==> src/rtl/fbpa_pkg.sv <==
// Shared types, widths and codes for the fixed block pool allocator.
// Used by every module in rtl/; depends on nothing else.
package fbpa_pkg;

    localparam int N_POOLS     = 4;
    localparam int POOL_W      = 2;
    localparam int BS_W        = 9;
    localparam int SIZE_W      = 9;
    localparam int ADDR_W      = 15;
    localparam int SLOT_W      = 5;
    localparam int SLOT_CNT_W  = 6;
    localparam int MAP_W       = 32;
    localparam int BASE_W      = 17;
    localparam int STATUS_W    = 2;
    localparam int CFG_IDX_W   = 3;
    localparam int DIV_STEPS   = SLOT_W;

    // Default slot counts per pool
    localparam int POOL0_SLOTS_DEF = 20;
    localparam int POOL1_SLOTS_DEF = 10;
    localparam int POOL2_SLOTS_DEF = 5;
    localparam int POOL3_SLOTS_DEF = 5;

    // Block size register reset values
    localparam logic [BS_W-1:0] POOL0_BS_RST = 9'd64;
    localparam logic [BS_W-1:0] POOL1_BS_RST = 9'd128;
    localparam logic [BS_W-1:0] POOL2_BS_RST = 9'd256;
    localparam logic [BS_W-1:0] POOL3_BS_RST = 9'd256;

    // Register indexes
    localparam logic [CFG_IDX_W-1:0] REG_POOL0_BLOCK_SIZE = 3'd0;
    localparam logic [CFG_IDX_W-1:0] REG_POOL1_BLOCK_SIZE = 3'd1;
    localparam logic [CFG_IDX_W-1:0] REG_POOL2_BLOCK_SIZE = 3'd2;
    localparam logic [CFG_IDX_W-1:0] REG_POOL3_BLOCK_SIZE = 3'd3;

    // Request kinds
    localparam logic MODE_ALLOC = 1'b0;
    localparam logic MODE_FREE  = 1'b1;

    // Result status codes
    localparam logic [STATUS_W-1:0] STATUS_OK    = 2'd0;
    localparam logic [STATUS_W-1:0] STATUS_ZERO  = 2'd1;
    localparam logic [STATUS_W-1:0] STATUS_NOFIT = 2'd2;
    localparam logic [STATUS_W-1:0] STATUS_RANGE = 2'd3;

    localparam logic [POOL_W-1:0] LAST_POOL = POOL_W'(N_POOLS - 1);

    // Bitmap update and lookup, one pool at a time
    typedef struct packed {
        logic              set;
        logic              clr;
        logic [POOL_W-1:0] pool;
        logic [SLOT_W-1:0] slot;
    } bm_cmd_t;

    typedef struct packed {
        logic              full;
        logic [SLOT_W-1:0] first_free;
    } bm_stat_t;

    function automatic logic [MAP_W-1:0] slot_mask(input int n);
        logic [MAP_W-1:0] m;
        m = '0;
        for (int i = 0; i < MAP_W; i++) begin
            if (i < n) begin
                m[i] = 1'b1;
            end
        end
        return m;
    endfunction

endpackage

==> src/rtl/fbpa_muladd.sv <==
// Shared multiply-add unit: base + count * block size.
// Depends on fbpa_pkg.
module fbpa_muladd (
    input  logic [fbpa_pkg::BASE_W-1:0]     base,
    input  logic [fbpa_pkg::SLOT_CNT_W-1:0] count,
    input  logic [fbpa_pkg::BS_W-1:0]       block_size,
    output logic [fbpa_pkg::BASE_W-1:0]     sum
);
    import fbpa_pkg::*;

    localparam int PROD_W = SLOT_CNT_W + BS_W;

    logic [PROD_W-1:0] prod;

    assign prod = PROD_W'(count) * PROD_W'(block_size);
    assign sum  = base + BASE_W'(prod);

endmodule

==> src/rtl/fbpa_div.sv <==
// Restoring divider, one quotient bit per cycle, quotient below 2**SLOT_W.
// Depends on fbpa_pkg.
module fbpa_div (
    input  logic                         aclk,
    input  logic                         aresetn,
    input  logic                         start,
    input  logic [fbpa_pkg::ADDR_W-1:0]  dividend,
    input  logic [fbpa_pkg::BS_W-1:0]    divisor,
    output logic                         done,
    output logic [fbpa_pkg::SLOT_W-1:0]  quotient,
    output logic [fbpa_pkg::ADDR_W-1:0]  remainder
);
    import fbpa_pkg::*;

    localparam int DSR_W = BS_W + DIV_STEPS - 1;
    localparam int CNT_W = $clog2(DIV_STEPS + 1);

    logic [ADDR_W-1:0] rem_reg;
    logic [DSR_W-1:0]  dsr_reg;
    logic [SLOT_W-1:0] quo_reg;
    logic [CNT_W-1:0]  cnt_reg;
    logic              run_reg;
    logic              done_reg;
    logic              take;

    assign take = rem_reg >= ADDR_W'(dsr_reg);

    always_ff @(posedge aclk) begin
        if (!aresetn) begin
            run_reg  <= 1'b0;
            done_reg <= 1'b0;
            cnt_reg  <= '0;
        end else begin
            done_reg <= 1'b0;
            if (start) begin
                run_reg <= 1'b1;
                cnt_reg <= CNT_W'(DIV_STEPS);
            end else if (run_reg) begin
                cnt_reg <= cnt_reg - 1'b1;
                if (cnt_reg == CNT_W'(1)) begin
                    run_reg  <= 1'b0;
                    done_reg <= 1'b1;
                end
            end
        end
    end

    always_ff @(posedge aclk) begin
        if (start) begin
            rem_reg <= dividend;
            dsr_reg <= {divisor, (DIV_STEPS-1)'(0)};
            quo_reg <= '0;
        end else if (run_reg) begin
            if (take) begin
                rem_reg <= rem_reg - ADDR_W'(dsr_reg);
            end
            quo_reg <= {quo_reg[SLOT_W-2:0], take};
            dsr_reg <= dsr_reg >> 1;
        end
    end

    assign done      = done_reg;
    assign quotient  = quo_reg;
    assign remainder = rem_reg;

endmodule

==> src/rtl/fbpa_bitmaps.sv <==
// Occupancy bitmaps of the four pools with full flag and lowest free slot.
// Depends on fbpa_pkg.
module fbpa_bitmaps #(
    parameter int POOL0_SLOTS = fbpa_pkg::POOL0_SLOTS_DEF,
    parameter int POOL1_SLOTS = fbpa_pkg::POOL1_SLOTS_DEF,
    parameter int POOL2_SLOTS = fbpa_pkg::POOL2_SLOTS_DEF,
    parameter int POOL3_SLOTS = fbpa_pkg::POOL3_SLOTS_DEF
) (
    input  logic               aclk,
    input  logic               aresetn,
    input  fbpa_pkg::bm_cmd_t  cmd,
    output fbpa_pkg::bm_stat_t stat
);
    import fbpa_pkg::*;

    localparam logic [MAP_W-1:0] MASK [N_POOLS] = '{
        slot_mask(POOL0_SLOTS), slot_mask(POOL1_SLOTS),
        slot_mask(POOL2_SLOTS), slot_mask(POOL3_SLOTS)
    };

    logic [MAP_W-1:0] map_reg [N_POOLS];
    logic [MAP_W-1:0] row;

    // Slots past the pool's count read as used
    assign row = map_reg[cmd.pool] | ~MASK[cmd.pool];

    always_comb begin
        stat.full       = &row;
        stat.first_free = '0;
        for (int i = MAP_W - 1; i >= 0; i--) begin
            if (!row[i]) begin
                stat.first_free = SLOT_W'(i);
            end
        end
    end

    always_ff @(posedge aclk) begin
        if (!aresetn) begin
            for (int p = 0; p < N_POOLS; p++) begin
                map_reg[p] <= '0;
            end
        end else if (cmd.set) begin
            map_reg[cmd.pool][cmd.slot] <= 1'b1;
        end else if (cmd.clr) begin
            map_reg[cmd.pool][cmd.slot] <= 1'b0;
        end
    end

endmodule

==> src/rtl/fixed_block_pool_allocator.sv <==
// Fixed block pool allocator: four pools of fixed-size blocks in one byte space.
// An allocation walks the pools in order, then forms the block address; a free walks
// the pools, then runs a five-step slot division; a free outside the pools ends after
// the walk, and a zero size goes straight to the result.
// One transaction at a time, s_ready high only while idle; the next transaction can
// be taken in the cycle after the result is loaded into the output register.
// Reset (synchronous, active low) frees every block and restores block sizes.
// Depends on fbpa_pkg, fbpa_muladd, fbpa_div and fbpa_bitmaps.
module fixed_block_pool_allocator #(
    parameter int POOL0_SLOTS = fbpa_pkg::POOL0_SLOTS_DEF,
    parameter int POOL1_SLOTS = fbpa_pkg::POOL1_SLOTS_DEF,
    parameter int POOL2_SLOTS = fbpa_pkg::POOL2_SLOTS_DEF,
    parameter int POOL3_SLOTS = fbpa_pkg::POOL3_SLOTS_DEF
) (
    input  logic                             aclk,
    input  logic                             aresetn,
    // configuration write port
    input  logic                             cfg_wr_en,
    input  logic [fbpa_pkg::CFG_IDX_W-1:0]   cfg_index,
    input  logic [fbpa_pkg::BS_W-1:0]        cfg_wdata,
    // request channel
    input  logic                             s_valid,
    output logic                             s_ready,
    input  logic                             s_mode,
    input  logic [fbpa_pkg::SIZE_W-1:0]      s_request_size,
    input  logic [fbpa_pkg::ADDR_W-1:0]      s_release_address,
    // result channel
    output logic                             m_valid,
    input  logic                             m_ready,
    output logic [fbpa_pkg::STATUS_W-1:0]    m_status,
    output logic [fbpa_pkg::ADDR_W-1:0]      m_block_address,
    output logic [fbpa_pkg::POOL_W-1:0]      m_pool_index,
    output logic [fbpa_pkg::SLOT_W-1:0]      m_slot_index
);
    import fbpa_pkg::*;

    // Sequencer states
    localparam logic [2:0] ST_IDLE       = 3'd0;
    localparam logic [2:0] ST_WALK       = 3'd1;
    localparam logic [2:0] ST_ALLOC_ADDR = 3'd2;
    localparam logic [2:0] ST_DIV        = 3'd3;
    localparam logic [2:0] ST_FINISH     = 3'd4;

    localparam logic [SLOT_CNT_W-1:0] SLOTS_A [N_POOLS] = '{
        SLOT_CNT_W'(POOL0_SLOTS), SLOT_CNT_W'(POOL1_SLOTS),
        SLOT_CNT_W'(POOL2_SLOTS), SLOT_CNT_W'(POOL3_SLOTS)
    };

    // Block size registers
    logic [BS_W-1:0] bs_reg [N_POOLS];

    // Sequencer and request context
    logic [2:0]          state_reg,  state_next;
    logic [POOL_W-1:0]   pool_reg,   pool_next;
    logic [BASE_W-1:0]   base_reg,   base_next;
    logic [SLOT_W-1:0]   slot_reg,   slot_next;
    logic                mode_reg,   mode_next;
    logic [SIZE_W-1:0]   size_reg,   size_next;
    logic [ADDR_W-1:0]   addr_reg,   addr_next;

    // Result being built
    logic [STATUS_W-1:0] res_status_reg, res_status_next;
    logic [ADDR_W-1:0]   res_addr_reg,   res_addr_next;
    logic [POOL_W-1:0]   res_pool_reg,   res_pool_next;
    logic [SLOT_W-1:0]   res_slot_reg,   res_slot_next;

    // Output register
    logic                m_valid_reg,   m_valid_next;
    logic [STATUS_W-1:0] m_status_reg,  m_status_next;
    logic [ADDR_W-1:0]   m_addr_reg,    m_addr_next;
    logic [POOL_W-1:0]   m_pool_reg,    m_pool_next;
    logic [SLOT_W-1:0]   m_slot_reg,    m_slot_next;

    // Shared unit, divider and bitmap hookups
    logic [SLOT_CNT_W-1:0] mac_count;
    logic [BS_W-1:0]       cur_bs;
    logic [BASE_W-1:0]     mac_sum;
    logic                  div_start;
    logic                  div_done;
    logic [SLOT_W-1:0]     div_quo;
    logic [ADDR_W-1:0]     div_rem;
    logic [ADDR_W-1:0]     div_offset;
    bm_cmd_t               bm_cmd;
    bm_stat_t              bm_stat;
    logic                  alloc_fit;
    logic                  free_hit;

    assign cur_bs     = bs_reg[pool_reg];
    // While walking, add this pool's length to get the next base;
    // for an allocation, add slot * block size to get the block address.
    assign mac_count  = (state_reg == ST_ALLOC_ADDR) ? {1'b0, slot_reg} : SLOTS_A[pool_reg];
    assign div_offset = addr_reg - base_reg[ADDR_W-1:0];

    fbpa_muladd u_muladd (
        .base       (base_reg),
        .count      (mac_count),
        .block_size (cur_bs),
        .sum        (mac_sum)
    );

    fbpa_div u_div (
        .aclk      (aclk),
        .aresetn   (aresetn),
        .start     (div_start),
        .dividend  (div_offset),
        .divisor   (cur_bs),
        .done      (div_done),
        .quotient  (div_quo),
        .remainder (div_rem)
    );

    fbpa_bitmaps #(
        .POOL0_SLOTS (POOL0_SLOTS),
        .POOL1_SLOTS (POOL1_SLOTS),
        .POOL2_SLOTS (POOL2_SLOTS),
        .POOL3_SLOTS (POOL3_SLOTS)
    ) u_bitmaps (
        .aclk    (aclk),
        .aresetn (aresetn),
        .cmd     (bm_cmd),
        .stat    (bm_stat)
    );

    // A pool serves an allocation if it holds bytes, its blocks are large
    // enough and it still has a free slot.
    assign alloc_fit = (cur_bs != '0) && (size_reg <= cur_bs) && !bm_stat.full;
    // A free hits the pool whose [base, next base) range holds the address.
    assign free_hit  = (cur_bs != '0) && (BASE_W'(addr_reg) >= base_reg)
                     && (BASE_W'(addr_reg) < mac_sum);

    // Configuration writes; unknown indexes are dropped
    always_ff @(posedge aclk) begin
        if (!aresetn) begin
            bs_reg[0] <= POOL0_BS_RST;
            bs_reg[1] <= POOL1_BS_RST;
            bs_reg[2] <= POOL2_BS_RST;
            bs_reg[3] <= POOL3_BS_RST;
        end else if (cfg_wr_en) begin
            unique case (cfg_index)
                REG_POOL0_BLOCK_SIZE: bs_reg[0] <= cfg_wdata;
                REG_POOL1_BLOCK_SIZE: bs_reg[1] <= cfg_wdata;
                REG_POOL2_BLOCK_SIZE: bs_reg[2] <= cfg_wdata;
                REG_POOL3_BLOCK_SIZE: bs_reg[3] <= cfg_wdata;
                default: ;
            endcase
        end
    end

    always_comb begin
        state_next      = state_reg;
        pool_next       = pool_reg;
        base_next       = base_reg;
        slot_next       = slot_reg;
        mode_next       = mode_reg;
        size_next       = size_reg;
        addr_next       = addr_reg;
        res_status_next = res_status_reg;
        res_addr_next   = res_addr_reg;
        res_pool_next   = res_pool_reg;
        res_slot_next   = res_slot_reg;
        m_valid_next    = m_valid_reg;
        m_status_next   = m_status_reg;
        m_addr_next     = m_addr_reg;
        m_pool_next     = m_pool_reg;
        m_slot_next     = m_slot_reg;
        div_start       = 1'b0;
        bm_cmd.set      = 1'b0;
        bm_cmd.clr      = 1'b0;
        bm_cmd.pool     = pool_reg;
        bm_cmd.slot     = slot_reg;

        // Drop the result once the consumer takes it
        if (m_ready) begin
            m_valid_next = 1'b0;
        end

        unique case (state_reg)
            ST_IDLE: begin
                if (s_valid) begin
                    mode_next       = s_mode;
                    size_next       = s_request_size;
                    addr_next       = s_release_address;
                    pool_next       = '0;
                    base_next       = '0;
                    res_status_next = STATUS_OK;
                    res_addr_next   = '0;
                    res_pool_next   = '0;
                    res_slot_next   = '0;
                    if (s_mode == MODE_ALLOC && s_request_size == '0) begin
                        res_status_next = STATUS_ZERO;
                        state_next      = ST_FINISH;
                    end else begin
                        state_next = ST_WALK;
                    end
                end
            end
            ST_WALK: begin
                if (mode_reg == MODE_ALLOC) begin
                    if (alloc_fit) begin
                        slot_next  = bm_stat.first_free;
                        state_next = ST_ALLOC_ADDR;
                    end else if (pool_reg == LAST_POOL) begin
                        res_status_next = STATUS_NOFIT;
                        state_next      = ST_FINISH;
                    end else begin
                        pool_next = pool_reg + 1'b1;
                        base_next = mac_sum;
                    end
                end else begin
                    if (free_hit) begin
                        div_start  = 1'b1;
                        state_next = ST_DIV;
                    end else if (pool_reg == LAST_POOL) begin
                        res_status_next = STATUS_RANGE;
                        state_next      = ST_FINISH;
                    end else begin
                        pool_next = pool_reg + 1'b1;
                        base_next = mac_sum;
                    end
                end
            end
            ST_ALLOC_ADDR: begin
                // Mark the slot used; block address wraps to the address width
                bm_cmd.set    = 1'b1;
                res_addr_next = mac_sum[ADDR_W-1:0];
                res_pool_next = pool_reg;
                res_slot_next = slot_reg;
                state_next    = ST_FINISH;
            end
            ST_DIV: begin
                if (div_done) begin
                    // Clear the slot; the block starts at the address less the remainder
                    bm_cmd.clr    = 1'b1;
                    bm_cmd.slot   = div_quo;
                    res_addr_next = addr_reg - div_rem;
                    res_pool_next = pool_reg;
                    res_slot_next = div_quo;
                    state_next    = ST_FINISH;
                end
            end
            ST_FINISH: begin
                // Hold here until the output register is free
                if (!m_valid_reg || m_ready) begin
                    m_valid_next  = 1'b1;
                    m_status_next = res_status_reg;
                    m_addr_next   = res_addr_reg;
                    m_pool_next   = res_pool_reg;
                    m_slot_next   = res_slot_reg;
                    state_next    = ST_IDLE;
                end
            end
            default: begin
                state_next = ST_IDLE;
            end
        endcase
    end

    always_ff @(posedge aclk) begin
        if (!aresetn) begin
            state_reg   <= ST_IDLE;
            m_valid_reg <= 1'b0;
        end else begin
            state_reg   <= state_next;
            m_valid_reg <= m_valid_next;
        end
    end

    always_ff @(posedge aclk) begin
        pool_reg       <= pool_next;
        base_reg       <= base_next;
        slot_reg       <= slot_next;
        mode_reg       <= mode_next;
        size_reg       <= size_next;
        addr_reg       <= addr_next;
        res_status_reg <= res_status_next;
        res_addr_reg   <= res_addr_next;
        res_pool_reg   <= res_pool_next;
        res_slot_reg   <= res_slot_next;
        m_status_reg   <= m_status_next;
        m_addr_reg     <= m_addr_next;
        m_pool_reg     <= m_pool_next;
        m_slot_reg     <= m_slot_next;
    end

    assign s_ready         = (state_reg == ST_IDLE);
    assign m_valid         = m_valid_reg;
    assign m_status        = m_status_reg;
    assign m_block_address = m_addr_reg;
    assign m_pool_index    = m_pool_reg;
    assign m_slot_index    = m_slot_reg;

    // In the cycle after an accepted transaction, the sequencer is no longer idle
    a_accept_leaves_idle: assert property (@(posedge aclk) disable iff (!aresetn)
        (s_valid && s_ready) |=> (state_reg != ST_IDLE))
        else $error("sequencer stayed idle after accepting a transaction");

    // A successful result names a slot inside its pool
    a_slot_in_pool: assert property (@(posedge aclk) disable iff (!aresetn)
        (m_valid && m_status == STATUS_OK) |->
        ({1'b0, m_slot_index} < SLOTS_A[m_pool_index]))
        else $error("result slot beyond pool slot count");

    // Error results carry zero address, pool and slot
    a_error_fields_zero: assert property (@(posedge aclk) disable iff (!aresetn)
        (m_valid && m_status != STATUS_OK) |->
        (m_block_address == '0 && m_pool_index == '0 && m_slot_index == '0))
        else $error("error result with nonzero fields");

    // Address generation only follows an allocate, division only a free
    a_mode_path: assert property (@(posedge aclk) disable iff (!aresetn)
        ((state_reg == ST_ALLOC_ADDR) |-> (mode_reg == MODE_ALLOC)) and
        ((state_reg == ST_DIV) |-> (mode_reg == MODE_FREE)))
        else $error("sequencer path does not match request kind");

endmodule
==> config.mk <==
export PLATFORM = sky130hd
export DESIGN_NAME = fixed_block_pool_allocator
export DESIGN_NICKNAME = d
export VERILOG_FILES = /design/src/rtl/fbpa_pkg.sv /design/src/rtl/fbpa_muladd.sv /design/src/rtl/fbpa_div.sv /design/src/rtl/fbpa_bitmaps.sv /design/src/rtl/fixed_block_pool_allocator.sv
export SDC_FILE = /design/constraint.sdc
export NUM_CORES = 1
export LEC_CHECK = 0
export BUFFER_PORTS_ARGS = -buffer_cell sky130_fd_sc_hd__buf_4
export CAP_MARGIN = 10
export CORE_MARGIN = 2
export CORE_UTILIZATION = 45
export CTS_BUF_LIST = sky130_fd_sc_hd__clkbuf_4
export DETAILED_ROUTE_END_ITERATION = 12
export PLACE_DENSITY = 0.58
export SKIP_CTS_REPAIR_TIMING = 1
export SYNTH_ARGS = -nofsm -noshare
export SYNTH_HDL_FRONTEND = slang
export SYNTH_SLANG_ARGS = --single-unit
==> constraint.sdc <==
create_clock -name aclk -period 11.4 [get_ports aclk]
set_clock_uncertainty 0.05 [all_clocks]
set_input_delay 1.71 -clock aclk [delete_from_list [all_inputs] [get_ports aclk]]
set_output_delay 1.71 -clock aclk [all_outputs]
set_load 0.05 [all_outputs]
# ---- Yosys cells after proc, flatten, opt, wreduce, memory -nomap -nowiden
# Memories as Yosys holds them, arrays and structs flattened. A register that Yosys moved wholly into a read port is not among the register bits.
# Cells that the tools add are included.
dict set report totals {
  ramBits 164
  romBits 0
  n_memories 2
  reg_bits 139
  latch_bits 0
  out_inout_bits 26
  input_bits 42
  wordCells 299
}
# name depth word_bits read_ports rd_clocked_by_memory_dff wr line_no
set mem_list {}
lappend mem_list {u_bitmaps.map_reg 4 32 1 1 4 fbpa_bitmaps.sv:21} ;# logic [MAP_W-1:0] map_reg [N_POOLS];
lappend mem_list {bs_reg 4 9 1 1 4 fixed_block_pool_allocator.sv:50} ;# logic [BS_W-1:0] bs_reg [N_POOLS];
dict set report classes {
  n_addsub 6
  order_cmp 7
  n_mul 1
  n_shift 0
  eq_ne 15
  mux 164
  div 0
  reduce_logical 33
  n_bitwise 43
}
# operator n
set op_table {}
lappend op_table {{32-bit two-way mux} 6}
lappend op_table {{5-bit two-way mux} 20}
lappend op_table {{17-bit two-way mux} 5}
lappend op_table {{15-bit two-way mux} 5}
lappend op_table {{1-bit two-way mux} 70}
lappend op_table {{32-bit binary-select mux with 2-bit select} 1}
lappend op_table {{15-bit case mux with 3 select lines} 1}
lappend op_table {{3-bit two-way mux} 14}
lappend op_table {{9-bit two-way mux} 4}
lappend op_table {{1-bit OR} 36}
lappend op_table {{2-bit two-way mux} 17}
lappend op_table {{17-bit case mux with 2 select lines} 1}
lappend op_table {{4-bit two-way mux} 8}
lappend op_table {{32-bit NOT} 1}
lappend op_table {{32-bit OR} 1}
lappend op_table {{32-bit AND reduction} 1}
lappend op_table {{32-bit OR reduction} 1}
lappend op_table {{15-bit subtractor} 2}
lappend op_table {{13-bit two-way mux} 2}
lappend op_table {{6-bit two-way mux} 3}
lappend op_table {{17-bit by 15-bit adder with 17-bit output} 1}
lappend op_table {{15-bit by 17-bit >= comparator with 1-bit output} 1}
lappend op_table {{15-bit by 17-bit less-than comparator with 1-bit output} 1}
lappend op_table {{16-bit AND reduction} 1}
lappend op_table {{39 further kinds} 66}

# ---- Depth between registers and ports, before layout
# Gate-level depths: netlist (run 1).
dict set report depth {
  word_depth 37
  depth_mapped 35
  depth_no_buf 31
}

# ---- Hierarchy
# Synthesis (run 1) repeated with hierarchy kept, for this count alone.
dict set report unflattened {
  cells_unflattened 1403
  area_unflattened_um2 14642.8
}
# mod seq_area_each_um2 cells_per_inst instances area_each_um2
set by_module_without_submodules {}
lappend by_module_without_submodules {fixed_block_pool_allocator 4113.9 630 1 7606.0}
lappend by_module_without_submodules {fbpa_bitmaps 1201.2 248 1 2402.3}
lappend by_module_without_submodules {fbpa_div 1001.0 251 1 2364.8}
lappend by_module_without_submodules {fbpa_muladd 0.0 274 1 2269.7}

# ---- Least setup slack after synthesis (run 1)
# Ideal clock, no wire load.
dict set report synth_path {
  path_kind {register -> register}
  start {register state_reg[1]}
  end {register u_div.rem_reg[0], in the netlist u_div.remainder[0] (enable)}
  period_less_slack_ns 8.179
  path_buffers 3
  setup_slack_ns 3.221
  arrival_time_ns 7.739
  t_required_ns 10.960
  stages_incl_launch_ff 34
  setup_time_ns 0.390
  cell_sequence {dfxtp_1 -> nor2b_1 -> clkbuf_1 -> nand2_1 -> and2_1 -> a21oi_1 -> nor2_1 -> fa_1 -> inv_1 -> fa_1 -> inv_1 -> fa_1 -> inv_1 -> fa_1 -> inv_1 -> ha_1 -> a21oi_1 -> o21ai_0 -> a21o_1 -> a21oi_1 -> xnor2_1 -> inv_1 -> ha_1 -> a21oi_1 -> o21ai_0 -> a221o_1 -> maj3_2 -> maj3_2 -> a41o_1 -> a21oi_1 -> and2_1 -> buf_4 -> buf_2 -> o21bai_1}
}
dict set report synth_between {
  elab_chain_len 11
  elab_cells_between_ends 13
  cone_classes {1 x add/sub; 1 x mul; 1 x order compare; 2 x eq/ne; 4 x mux; 4 x reduce/logical}
}
# item line_no
set synth_rtl {}
lappend synth_rtl {{start, declared} fixed_block_pool_allocator.sv:53} ;# logic [2:0] state_reg, state_next;
lappend synth_rtl {{start signal, assigned} fixed_block_pool_allocator.sv:263} ;# state_reg <= state_next;
lappend synth_rtl {{3-bit by 2-bit == test with 1-bit output} fixed_block_pool_allocator.sv:91} ;# assign mac_count = (state_reg == ST_ALLOC_ADDR) ? {1'b0, slot_reg} : SLOTS_A[pool_reg];
lappend synth_rtl {{6-bit two-way mux} fixed_block_pool_allocator.sv:91}
lappend synth_rtl {{6-bit by 9-bit multiplier with 15-bit output} fbpa_muladd.sv:15} ;# assign prod = PROD_W'(count) * PROD_W'(block_size);
lappend synth_rtl {{17-bit by 15-bit adder with 17-bit output} fbpa_muladd.sv:16} ;# assign sum = base + BASE_W'(prod);
lappend synth_rtl {{15-bit by 17-bit less-than comparator with 1-bit output} fixed_block_pool_allocator.sv:129} ;# && (BASE_W'(addr_reg) < mac_sum);
lappend synth_rtl {{1-bit logical AND} fixed_block_pool_allocator.sv:129}
lappend synth_rtl {{1-bit two-way mux} fixed_block_pool_allocator.sv:210} ;# if (free_hit) begin
lappend synth_rtl {{1-bit two-way mux} fixed_block_pool_allocator.sv:198} ;# if (mode_reg == MODE_ALLOC) begin
lappend synth_rtl {{1-bit two-way mux (*)} fixed_block_pool_allocator.sv:177} ;# unique case (state_reg)
lappend synth_rtl {{2-bit nonzero test (no source line)} n/a}
lappend synth_rtl {{2-bit AND reduction (no source line) (*)} n/a}
lappend synth_rtl {{end signal, assigned} fbpa_div.sv:50} ;# rem_reg <= dividend;
lappend synth_rtl {{end signal, assigned} fbpa_div.sv:55} ;# rem_reg <= rem_reg - ADDR_W'(dsr_reg);
lappend synth_rtl {{end, declared} fbpa_div.sv:18} ;# logic [ADDR_W-1:0] rem_reg;
# Mark *: on every way between the ends. The rest lies on a longest branch, timed or not.
# A chain may end at the register's enable or synchronous reset.

# ---- Worst setup path in the final report (run 1)
dict set report layout_path {
  start {register state_reg[1]}
  end {register base_reg[14] (enable)}
}
dict set report layout_between {
  elab_chain_len 8
  elab_cells_between_ends 13
  cone_classes {1 x add/sub; 1 x mul; 1 x order compare; 5 x eq/ne; 1 x mux; 4 x reduce/logical}
}
# item line_no
set layout_rtl {}
lappend layout_rtl {{3-bit by 2-bit == test with 1-bit output} fixed_block_pool_allocator.sv:91}
lappend layout_rtl {{6-bit two-way mux} fixed_block_pool_allocator.sv:91}
lappend layout_rtl {{6-bit by 9-bit multiplier with 15-bit output} fbpa_muladd.sv:15}
lappend layout_rtl {{17-bit by 15-bit adder with 17-bit output} fbpa_muladd.sv:16}
lappend layout_rtl {{15-bit by 17-bit less-than comparator with 1-bit output} fixed_block_pool_allocator.sv:129}
lappend layout_rtl {{1-bit logical AND} fixed_block_pool_allocator.sv:129}
lappend layout_rtl {{3-bit != test (no source line)} n/a}
lappend layout_rtl {{4-bit AND reduction (no source line) (*)} n/a}
lappend layout_rtl {{end signal, assigned} fixed_block_pool_allocator.sv:270} ;# base_reg <= base_next;
lappend layout_rtl {{end, declared} fixed_block_pool_allocator.sv:55} ;# logic [BASE_W-1:0] base_reg, base_next;
# Marks and branches as above.

==> summary.md, run 1 <==
| Metric | Value |
|---|---|
| Core area | 0.0346 mm² |
| Final TNS setup | 0 ps |
| Layout cells sized above 1 | between 15 and 20% |
| Worst-Margin Slew | approximately 1100 ps |
| Worst Setup End Kind | flop |
| Crit path kind | flop to flop |
| Height of the die | roughly 190 µm |
| Post-synth net total | about 1700 |
| Initial antenna violation count | 1 |
| Synthesized area | 0.0159 mm² |
| Slew headroom | 23.4% |
| Syn Inst Count | 1526 |
| Detailed placer's ending HPWL | slightly below 30 mm |
| Global route overflow | 0 |
| Total CTS buffers | 73 |
| Yosys Warn Count | 0 |
| Total wire length | 41.3 mm |
| Critical Path RT | roughly 12000 ps |
| CTS root buf | clkbuf_4 |
| CTS tree | built |
| Crit path launch | state_reg[1]$_SDFFE_PN0P_ |
| First-pass GRT wire length | 63.8 mm |
| CTS Buffer Depth | 3 |
| Final setup violation count | 0 |
| Largest register FFs | 80 |
| CTS clk-pin slew, worst paths | 60 ps |
| Critical path startpoint category | flop |
| CTS Sinks | between 200 and 300 |
| Initial drt markers | around 700 |
| Vias after detailed routing | 11800 |
| Worst r2r src | state_reg[1]$_SDFFE_PN0P_ |
| Seq cells post-synth | 257 |
| Clock Latency Late Sink | around 740 ps |
| Tcrit/Tclk final | 89.2% |
| DRC Markers | 0 |
| Chip Width | 192 µm |
| Synth-to-layout area growth | 11.5% |
| Maxcap violations | 0 |
| Status | complete, no violations |
| Fin crit period | around 10000 ps |
| Wire per inst | between 15 and 20 µm |
| Nets | 1800 |
| Initial cell density of the core | a little under half |
| Row count | 68 |
| Peak fanout along the critical path | 31 |
| Cell at the slowest stage of the critical path | and2_2 |
| Worst hold start | res_addr_reg[2]$_DFFE_PP_ |
| Ys async rst share | 0% |
| Ports | about 70 |
| DR vias/cell | ~5.5 |
| Post-synth EDFFs | approximately 240 |
| CP peak stage delay | ~760 ps |
| R2R Setup Slk | about 1200 ps |
| Avg Cell Area, Syn | about 10 µm² |
| RSZ-0062 raised after global routing | no |
| Gr usage total | a little under a quarter |
| Highest clock rate | slightly below 100 MHz |
| Pin count of the biggest net entering global routing | 80 |
| Hold WC Path Type | flop to flop |
| Gpl congestion | between 0.9 and 1 |
| Post-route ant nets | 0 |
| Fin. Hold Viols | 0 |
| Yosys cell types | 64 |
| Htree depth | 3 |
| First drt pass iteration count | 6 |
| Main synth FF type | edfxtp_1 |
| CP arrival | roughly 11000 ps |
| Slew Limit Fails | 0 |
| Port Buf Inserts | 67 |
| Vias in the first global route | roughly 12000 |
| Die area | about 0.037 mm² |
| Sequential area share after synthesis | around 47% |
==> logic make-up (layout without fill, tap and decap cells) <==
logic type	Yosys count	in the layout	share of synthesized area, %
fa+ha+maj	138	138	12.5
other cells	0	1	0
mux	74	74	6.34
xor+xnor	50	50	2.76
simple gates	531	531	15.2
compound gates	294	294	11.3
flops	257	257	47.3
buf+inv	182	326	4.57
==> stage by stage <==
step,std cells,setup slack (ps),cell area (µm²),hold slack [ps],util [%]
6_report,2126,1240,17700,331,51.2
5_1_grt,2126,692,17700,368,51.2
4_1_cts,2124,1390,17700,345,51.1
3_5_place_dp,2001,1440,16800,355,48.6
3_3_place_gp,2001,1760,16800,351,48.6
2_1_floorplan,1526,3220,15900,350,-
==> cell type report <==
class	count	area, µm²
fillers	3196	16900
multi-input cells	1087	7670
flip-flops and latches	257	7520
clock buffers	111	833
repair buffers	83	627
well taps	455	569
inverters	120	450
clock inverters	12	52.6
diodes	1	2.50
==> worst max-delay path, delay by kind of cell (launching register included) <==
kind,cells,cell delay [ps]
AOI/OAI and AO/OA,10,2770
xor gates and xnor gates,1,200
adders and majority gates,8,3340
buffers and inverters,7,870
DFF,1,430
and+or+nand+nor,6,2170
==> synthesized netlist by cell type (35+ instances only) <==
library cell,instances,area share (%)
o21ai_0,92,2.9
nor2_1,208,4.9
xnor2_1,35,1.9
clkbuf_1,46,1.1
fa_1,36,4.5
a21oi_1,94,3.0
inv_1,120,2.8
ha_1,100,7.9
and2_1,41,1.6
nand2_1,139,3.3
mux2i_1,41,2.6
edfxtp_1,237,45
==> placed cells by master, fill, tap and decap left out, drive strengths merged, types with 6 or more instances in the layout <==
master	netlist	final
fa	36	36
mux4	20	20
and2	41	41
nor3	33	33
dfxtp	20	20
buf	16	83
a21o	17	17
mux2i	41	41
inv	120	122
edfxtp	237	237
a21boi	6	6
xor2	15	15
nand4	10	10
nand2b	13	13
nand2	139	139
nor2	208	208
clkbuf	46	111
clkinv	0	9
o21a	19	19
o21ai	101	101
a31oi	8	8
a21oi	94	94
mux2	13	13
nand3	20	20
xnor2	35	35
or3	12	12
a211oi	10	10
ha	100	100
nor2b	25	25
==> metal layers <==
metal / up-vias / track usage [%] / wire, µm
met3: 113 / 3.96 / 2330
met2: 376 / 39.2 / 20100
met5: - / 0 / 0
met4: 0 / 10.6 / 1640
li1: 5637 / - / -
met1: 5638 / 28.7 / 17200
==> worst paths after layout <==
check,end,depth (start not counted)
max reg2reg,base_reg[14]$_SDFFCE_PN0N_,32
min,m_block_address[2]$_DFFE_PP_,0
min reg2reg,m_block_address[2]$_DFFE_PP_,0
max,base_reg[14]$_SDFFCE_PN0N_,32
Power of run 1 is left out: the tool's default activity adds up to more than one toggle a clock period on the data nets, which glitch-free logic cannot reach.
==> run 2: changes to the inputs <==
--- a/config.mk
+++ b/config.mk
@@ -11,6 +11,7 @@
 export CORE_UTILIZATION = 45
 export CTS_BUF_LIST = sky130_fd_sc_hd__clkbuf_4
 export DETAILED_ROUTE_END_ITERATION = 12
+export GPL_TIMING_DRIVEN = 0
 export PLACE_DENSITY = 0.58
 export SKIP_CTS_REPAIR_TIMING = 1
 export SYNTH_ARGS = -nofsm -noshare
==> constraint.sdc (replaced) <==
create_clock -name aclk -period 11.4 [get_ports aclk]
set_clock_uncertainty 0.05 [all_clocks]
set_input_delay 1.71 -clock aclk [delete_from_list [all_inputs] [get_ports aclk]]
set_output_delay 1.71 -clock aclk [all_outputs]
set_load 0.02 [all_outputs]
==> run 2 against run 1 <==
Die area stayed put. Fmax rose by 4.7%. Critical path type unchanged. Count of clock-buffer cells in the layout decreased by 1. Final area rose by 1.5%.
==> summary.md, run 2 (synthesis gave the netlist of run 1 again) <==
| Metric | Value |
|---|---|
| Buffers and inverters on the worst path | 10 (was 7) |
| Total wire length | 43.3 mm (was 41.3 mm) |
| DR vias/cell | 5.53 (about the same) |
| Final TNS setup | 0 ps (unchanged) |
| R2R Setup Slk | 1690 ps (was 1240 ps) |
| Most frequent cells in the layout | 237 x edfxtp_1, 205 x nor2_1, 139 x nand2_1, 120 x inv_1, 110 x clkbuf_4 (was 237 x edfxtp_1, 206 x nor2_1, 139 x nand2_1, 120 x inv_1, 111 x clkbuf_4) |
| Cell at the slowest stage of the critical path | a21oi_1 (was and2_2) |
| Global route overflow | 0 (unchanged) |
| Crit path kind | flop to flop (unchanged) |
| Nets | 1855 (was 1800) |
| RSZ-0062 raised after global routing | no (unchanged) |
| Highest clock rate | 103 MHz (was 98.4 MHz) |
| Crit path max-delay family | adder cells (unchanged) |
| CTS root buf | clkbuf_4 (unchanged) |
| Slew headroom | 17.8% (was 23.4%) |
| Worst Setup End Kind | flop (unchanged) |
| Height of the die | 192 µm (unchanged) |
| Post-Place Worst Slack | 1760 ps (was 1440 ps) |
| CTS Buffer Depth | 3 (unchanged) |
| Initial drt markers | 1019 (was 687) |
| Wire per inst | 19.8 µm (was 19.4 µm) |
| First-pass GRT wire length | 66.4 mm (was 63.8 mm) |
| Vias in the first global route | 11900 (was 11600) |
| Critical path startpoint category | flop (unchanged) |
| Ports | 68 (unchanged) |
| Initial antenna violation count | 2 (was 1) |
| R2R depth | 34 (was 32) |
| Port Buf Inserts | 67 (unchanged) |
| Initial cell density of the core | 45.9% (unchanged) |
| Worst path most repeated cell | inv_1 |
| Largest register FFs | 80 (unchanged) |
| Row count | 68 (unchanged) |
| Worst r2r src | state_reg[0]$_SDFFE_PN0P_ (was state_reg[1]$_SDFFE_PN0P_) |
| Core area | 0.0346 mm² (unchanged) |
| Htree depth | 3 (unchanged) |
| Chip Width | 192 µm (unchanged) |
| Post-route ant nets | 0 (unchanged) |
| Total CTS buffers | 74 (was 73) |
| CTS tree | built (unchanged) |
| Final setup violation count | 0 (unchanged) |
| Hold path depth | 0 (unchanged) |
| CTS clk-pin slew, worst paths | 60 ps (about the same) |
| Hold WC Path Type | flop to flop (unchanged) |
| First drt pass iteration count | 6 (unchanged) |
| Fillers | 3162 (was 3196) |
| Gpl congestion | 0.885 (was 0.918) |
| Worst hold start | res_addr_reg[2]$_DFFE_PP_ (unchanged) |
| Gr usage total | 24.1% (was 23.1%) |
| Vias after detailed routing | 12100 (was 11800) |
| DRC Markers | 0 (unchanged) |
| Critical Path RT | 11700 ps (was 11800 ps) |
| Clock Latency Late Sink | 770 ps (was 740 ps) |
| Slew Limit Fails | 0 (unchanged) |
| CP arrival | 10010 ps (was 10560 ps) |
| Tcrit/Tclk final | 85.2% (was 89.2%) |
| Detailed placer's ending HPWL | 31.4 mm (was 29.2 mm) |
| Peak fanout along the critical path | 15 (was 31) |
| Fin crit period | 9710 ps (was 10160 ps) |
| Worst Hold End | m_block_address[2]$_DFFE_PP_ (unchanged) |
| Die area | 0.0368 mm² (unchanged) |
| Layout cells sized above 1 | 14.9% (was 15.4%) |
| Synth-to-layout area growth | 13.2% (was 11.5%) |
| Pin count of the biggest net entering global routing | 27 (was 80) |
| Worst-Margin Slew | 1230 ps (was 1150 ps) |
| Status | complete, no violations (unchanged) |
| Final setup margin | 1690 ps (was 1240 ps) |
| Fin. Hold Viols | 0 (unchanged) |
| Reg-to-reg endpoint | u_div.remainder[8]$_DFFE_PP_ (was base_reg[14]$_SDFFCE_PN0N_) |
| Maxcap violations | 0 (unchanged) |
| Commonest non-fill, non-tap cell in the layout | edfxtp_1 (unchanged) |
| CTS Sinks | 257 (unchanged) |
| CP peak stage delay | 820 ps (was 760 ps) |
==> run 2: cell count changes in the layout (fill, tap and decap cells not counted), moves of 4 or more <==
cell / change
buf_4: -7
clkinv_1: +6
buf_1: +4
buf_2: +6
clkbuf_1: +46
==> run 2: through the flow <==
step / std cells / util [%] / instance area [µm²] / hold slack [ps]
2_1_floorplan: 1526 / - / 15900 / 350
3_3_place_gp: 2048 / 49.0 / 17000 / 352
3_5_place_dp: 2055 / 49.2 / 17100 / 355
4_1_cts: 2182 / 51.9 / 18000 / 359
5_1_grt: 2187 / 52.0 / 18000 / 368
6_report: 2187 / 52.0 / 18000 / 357
==> run 2: metal layers <==
metal,wire (µm),track usage [%]
met4,1680,11.0
met2,20900,40.2
met1,18400,30.5
met3,2320,4.51
met5,0,0
==> run 2: how the worst max path moves through the flow <==
stage / from / endpoint / slack [ps] / cells past startpoint
2_1_floorplan: state_reg[1]$_SDFFE_PN0P_ / u_div.remainder[0]$_DFFE_PP_ / 3220 / 33
3_3_place_gp: state_reg[0]$_SDFFE_PN0P_ / base_reg[0]$_SDFFCE_PN0N_ / 1380 / 35
3_5_place_dp: state_reg[0]$_SDFFE_PN0P_ / u_div.remainder[6]$_DFFE_PP_ / 1760 / 34
4_1_cts: state_reg[0]$_SDFFE_PN0P_ / u_div.remainder[8]$_DFFE_PP_ / 1690 / 34
5_1_grt: state_reg[0]$_SDFFE_PN0P_ / u_div.remainder[8]$_DFFE_PP_ / 1010 / 34
6_report: state_reg[0]$_SDFFE_PN0P_ / u_div.remainder[8]$_DFFE_PP_ / 1690 / 34
==> run 2: worst reg2reg max path: cells and delay by family, from the launching register on <==
| family | cells | cell delay (ps) |
|---|---|---|
| AOI/OAI and AO/OA | 11 | 3050 |
| adders and majority gates | 8 | 3330 |
| xor gates and xnor gates | 1 | 250 |
| and+or+nand+nor | 4 | 860 |
| buffers and inverters | 10 | 1470 |
| DFF | 1 | 300 |
==> run 2: final cells by class <==
cell class / instances / area [µm²] / share of cell area [%]
flip-flops and latches: 257 / 7520 / 41.8
plain buffers: 62 / 275 / 1.53
clock buffers: 110 / 826 / 4.59
inverters: 120 / 450 / 2.50
multi-input cells: 1087 / 7670 / 42.6
diodes: 4 / 10.0 / 0.0556
well taps: 455 / 569 / 3.16
clock inverters: 17 / 93.8 / 0.522
repair buffers: 75 / 584 / 3.25
Power of run 2 is left out for the same reason.
==> run 3: changes to the inputs <==
--- a/config.mk
+++ b/config.mk
@@ -12,7 +12,7 @@
 export CTS_BUF_LIST = sky130_fd_sc_hd__clkbuf_4
 export DETAILED_ROUTE_END_ITERATION = 12
 export GPL_TIMING_DRIVEN = 0
-export PLACE_DENSITY = 0.58
+export RECOVER_POWER = 25
 export SKIP_CTS_REPAIR_TIMING = 1
 export SYNTH_ARGS = -nofsm -noshare
 export SYNTH_HDL_FRONTEND = slang
==> run 3 against run 2 <==
Sequential share of layout area is 0.087 points lower. Sequential cell count stayed put. Final area increased by 0.21%. Global-route usage shrank 0.055 points. Largest cell class unchanged.
==> summary.md, run 3 (synthesis gave the netlist of run 1 again) <==
| Metric | Value |
|---|---|
| DRC Markers | 0 (unchanged) |
| Hold path depth | 0 (unchanged) |
| Fin crit period | 9880 ps (was 9710 ps) |
| DR vias/cell | 5.52 (was 5.53) |
| Total wire length | 42.6 mm (was 43.3 mm) |
| Nets | 1854 (was 1855) |
| Height of the die | 192 µm (unchanged) |
| Worst path most repeated cell | inv_1 (unchanged) |
| Critical Path RT | 11680 ps (was 11700 ps) |
| Worst r2r src | state_reg[0]$_SDFFE_PN0P_ (unchanged) |
| Commonest non-fill, non-tap cell in the layout | edfxtp_1 (unchanged) |
| Final TNS setup | 0 ps (unchanged) |
| Core area | 0.0346 mm² (unchanged) |
| Clock Latency Late Sink | 790 ps (was 770 ps) |
| Die area | 0.0368 mm² (unchanged) |
| Port Buf Inserts | 67 (unchanged) |
| Critical path startpoint category | flop (unchanged) |
| Highest clock rate | 101 MHz (was 103 MHz) |
| Final setup violation count | 0 (unchanged) |
| Slew Limit Fails | 0 (unchanged) |
| Worst Hold End | m_slot_index[1]$_DFFE_PP_ (was m_block_address[2]$_DFFE_PP_) |
| Cell at the slowest stage of the critical path | a21oi_1 (unchanged) |
| Global route overflow | 0 (unchanged) |
| Tcrit/Tclk final | 86.7% (was 85.2%) |
| Vias in the first global route | 12000 (was 11900) |
| Row count | 68 (unchanged) |
| Worst hold start | res_slot_reg[1]$_DFFE_PP_ (was res_addr_reg[2]$_DFFE_PP_) |
| Gpl congestion | 0.910 (was 0.885) |
| Most frequent cells in the layout | 237 x edfxtp_1, 207 x nor2_1, 142 x clkbuf_4, 139 x nand2_1, 120 x inv_1 (was 237 x edfxtp_1, 205 x nor2_1, 139 x nand2_1, 120 x inv_1, 110 x clkbuf_4) |
| Placed insts | 2052 (was 2055) |
| CTS Buffer Depth | 3 (unchanged) |
| Crit path kind | flop to flop (unchanged) |
| First drt pass iteration count | 5 (was 6) |
| Detailed placer's ending HPWL | 31.5 mm (was 31.4 mm) |
| Initial drt markers | 1105 (was 1019) |
| Worst-Margin Slew | 1340 ps (was 1230 ps) |
| Wire per inst | 19.4 µm (was 19.8 µm) |
| R2R depth | 34 (unchanged) |
| RSZ-0062 raised after global routing | no (unchanged) |
| R2R Setup Slk | 1520 ps (was 1690 ps) |
| Status | complete, no violations (unchanged) |
| Layout cells sized above 1 | 14.9% (about the same) |
| Maxcap violations | 0 (unchanged) |
| Vias after detailed routing | 12100 (about the same) |
| Chip Width | 192 µm (unchanged) |
| Worst Setup End Kind | flop (unchanged) |
| CTS root buf | clkbuf_4 (unchanged) |
| CTS Sinks | 257 (unchanged) |
| Htree depth | 3 (unchanged) |
| Synth-to-layout area growth | 13.4% (was 13.2%) |
| Pin count of the biggest net entering global routing | 27 (unchanged) |
| Reg-to-reg endpoint | u_div.remainder[2]$_DFFE_PP_ (was u_div.remainder[8]$_DFFE_PP_) |
| Peak fanout along the critical path | 15 (unchanged) |
| Largest register FFs | 80 (unchanged) |
| Cell Count, Final, Fillers Out | 2191 (was 2187) |
| Crit path launch | state_reg[0]$_SDFFE_PN0P_ (unchanged) |
| Fin. Hold Viols | 0 (unchanged) |
| CP peak stage delay | 920 ps (was 820 ps) |
| Initial cell density of the core | 45.9% (unchanged) |
| Initial antenna violation count | 1 (was 2) |
| Slew headroom | 10.4% (was 17.8%) |
| CP arrival | 10170 ps (was 10010 ps) |
| Total CTS buffers | 76 (was 74) |
| Post-route ant nets | 0 (unchanged) |
| CTS clk-pin slew, worst paths | 60 ps (about the same) |
| Hold WC Path Type | flop to flop (unchanged) |
| Gr usage total | 24.1% (about the same) |
| First-pass GRT wire length | 66.7 mm (was 66.4 mm) |
| CTS tree | built (unchanged) |
| Ports | 68 (unchanged) |
[run 3: critical path, delay by kind of cell (launching register included)]
family,cells,cell delay (ps)
fa+ha+maj,8,3360
compound gates,10,2910
buf+inv,10,1430
simple gates,5,1000
xor+xnor,1,420
flops,1,300
[run 3: worst max-delay path by stage]
stage	end	slack [ps]	cells after the start
6_report	u_div.remainder[2]$_DFFE_PP_	1520	34
5_1_grt	u_div.remainder[5]$_DFFE_PP_	960	33
4_1_cts	u_div.remainder[4]$_DFFE_PP_	1550	34
3_5_place_dp	u_div.remainder[0]$_DFFE_PP_	1620	34
3_3_place_gp	base_reg[0]$_SDFFCE_PN0N_	1180	35
2_1_floorplan	u_div.remainder[0]$_DFFE_PP_	3220	33
[run 3: final cells by class]
type / instances / area, µm²
repair buffers: 72 / 508
multi-input cells: 1087 / 7670
diodes: 1 / 2.50
inverters: 120 / 450
clock inverters: 14 / 118
well taps: 455 / 569
fillers: 3189 / 16600
plain buffers: 62 / 275
flip-flops and latches: 257 / 7520
clock buffers: 123 / 923
[run 3: per-layer routing]
layer	global-route usage [%]	share of wire (%)	wire, µm
met1	31.1	43	18400
met2	40.3	48	20500
met3	4.79	6.0	2540
met4	8.34	2.7	1170
met5	0	0	0
[run 3: metrics by stage]
| step | util (%) | area, µm² | worst slack, ps | hold WS (ps) |
|---|---|---|---|---|
| after global placement | 49.0 | 17000 | 1180 | 352 |
| after global routing | 52.1 | 18000 | 964 | 372 |
| after CTS | 52.2 | 18100 | 1550 | 368 |
| after detailed placement | 49.2 | 17000 | 1620 | 355 |
| final | 52.1 | 18000 | 1520 | 367 |
| after floorplan | - | 15900 | 3220 | 350 |
Power of run 3 is left out for the same reason.
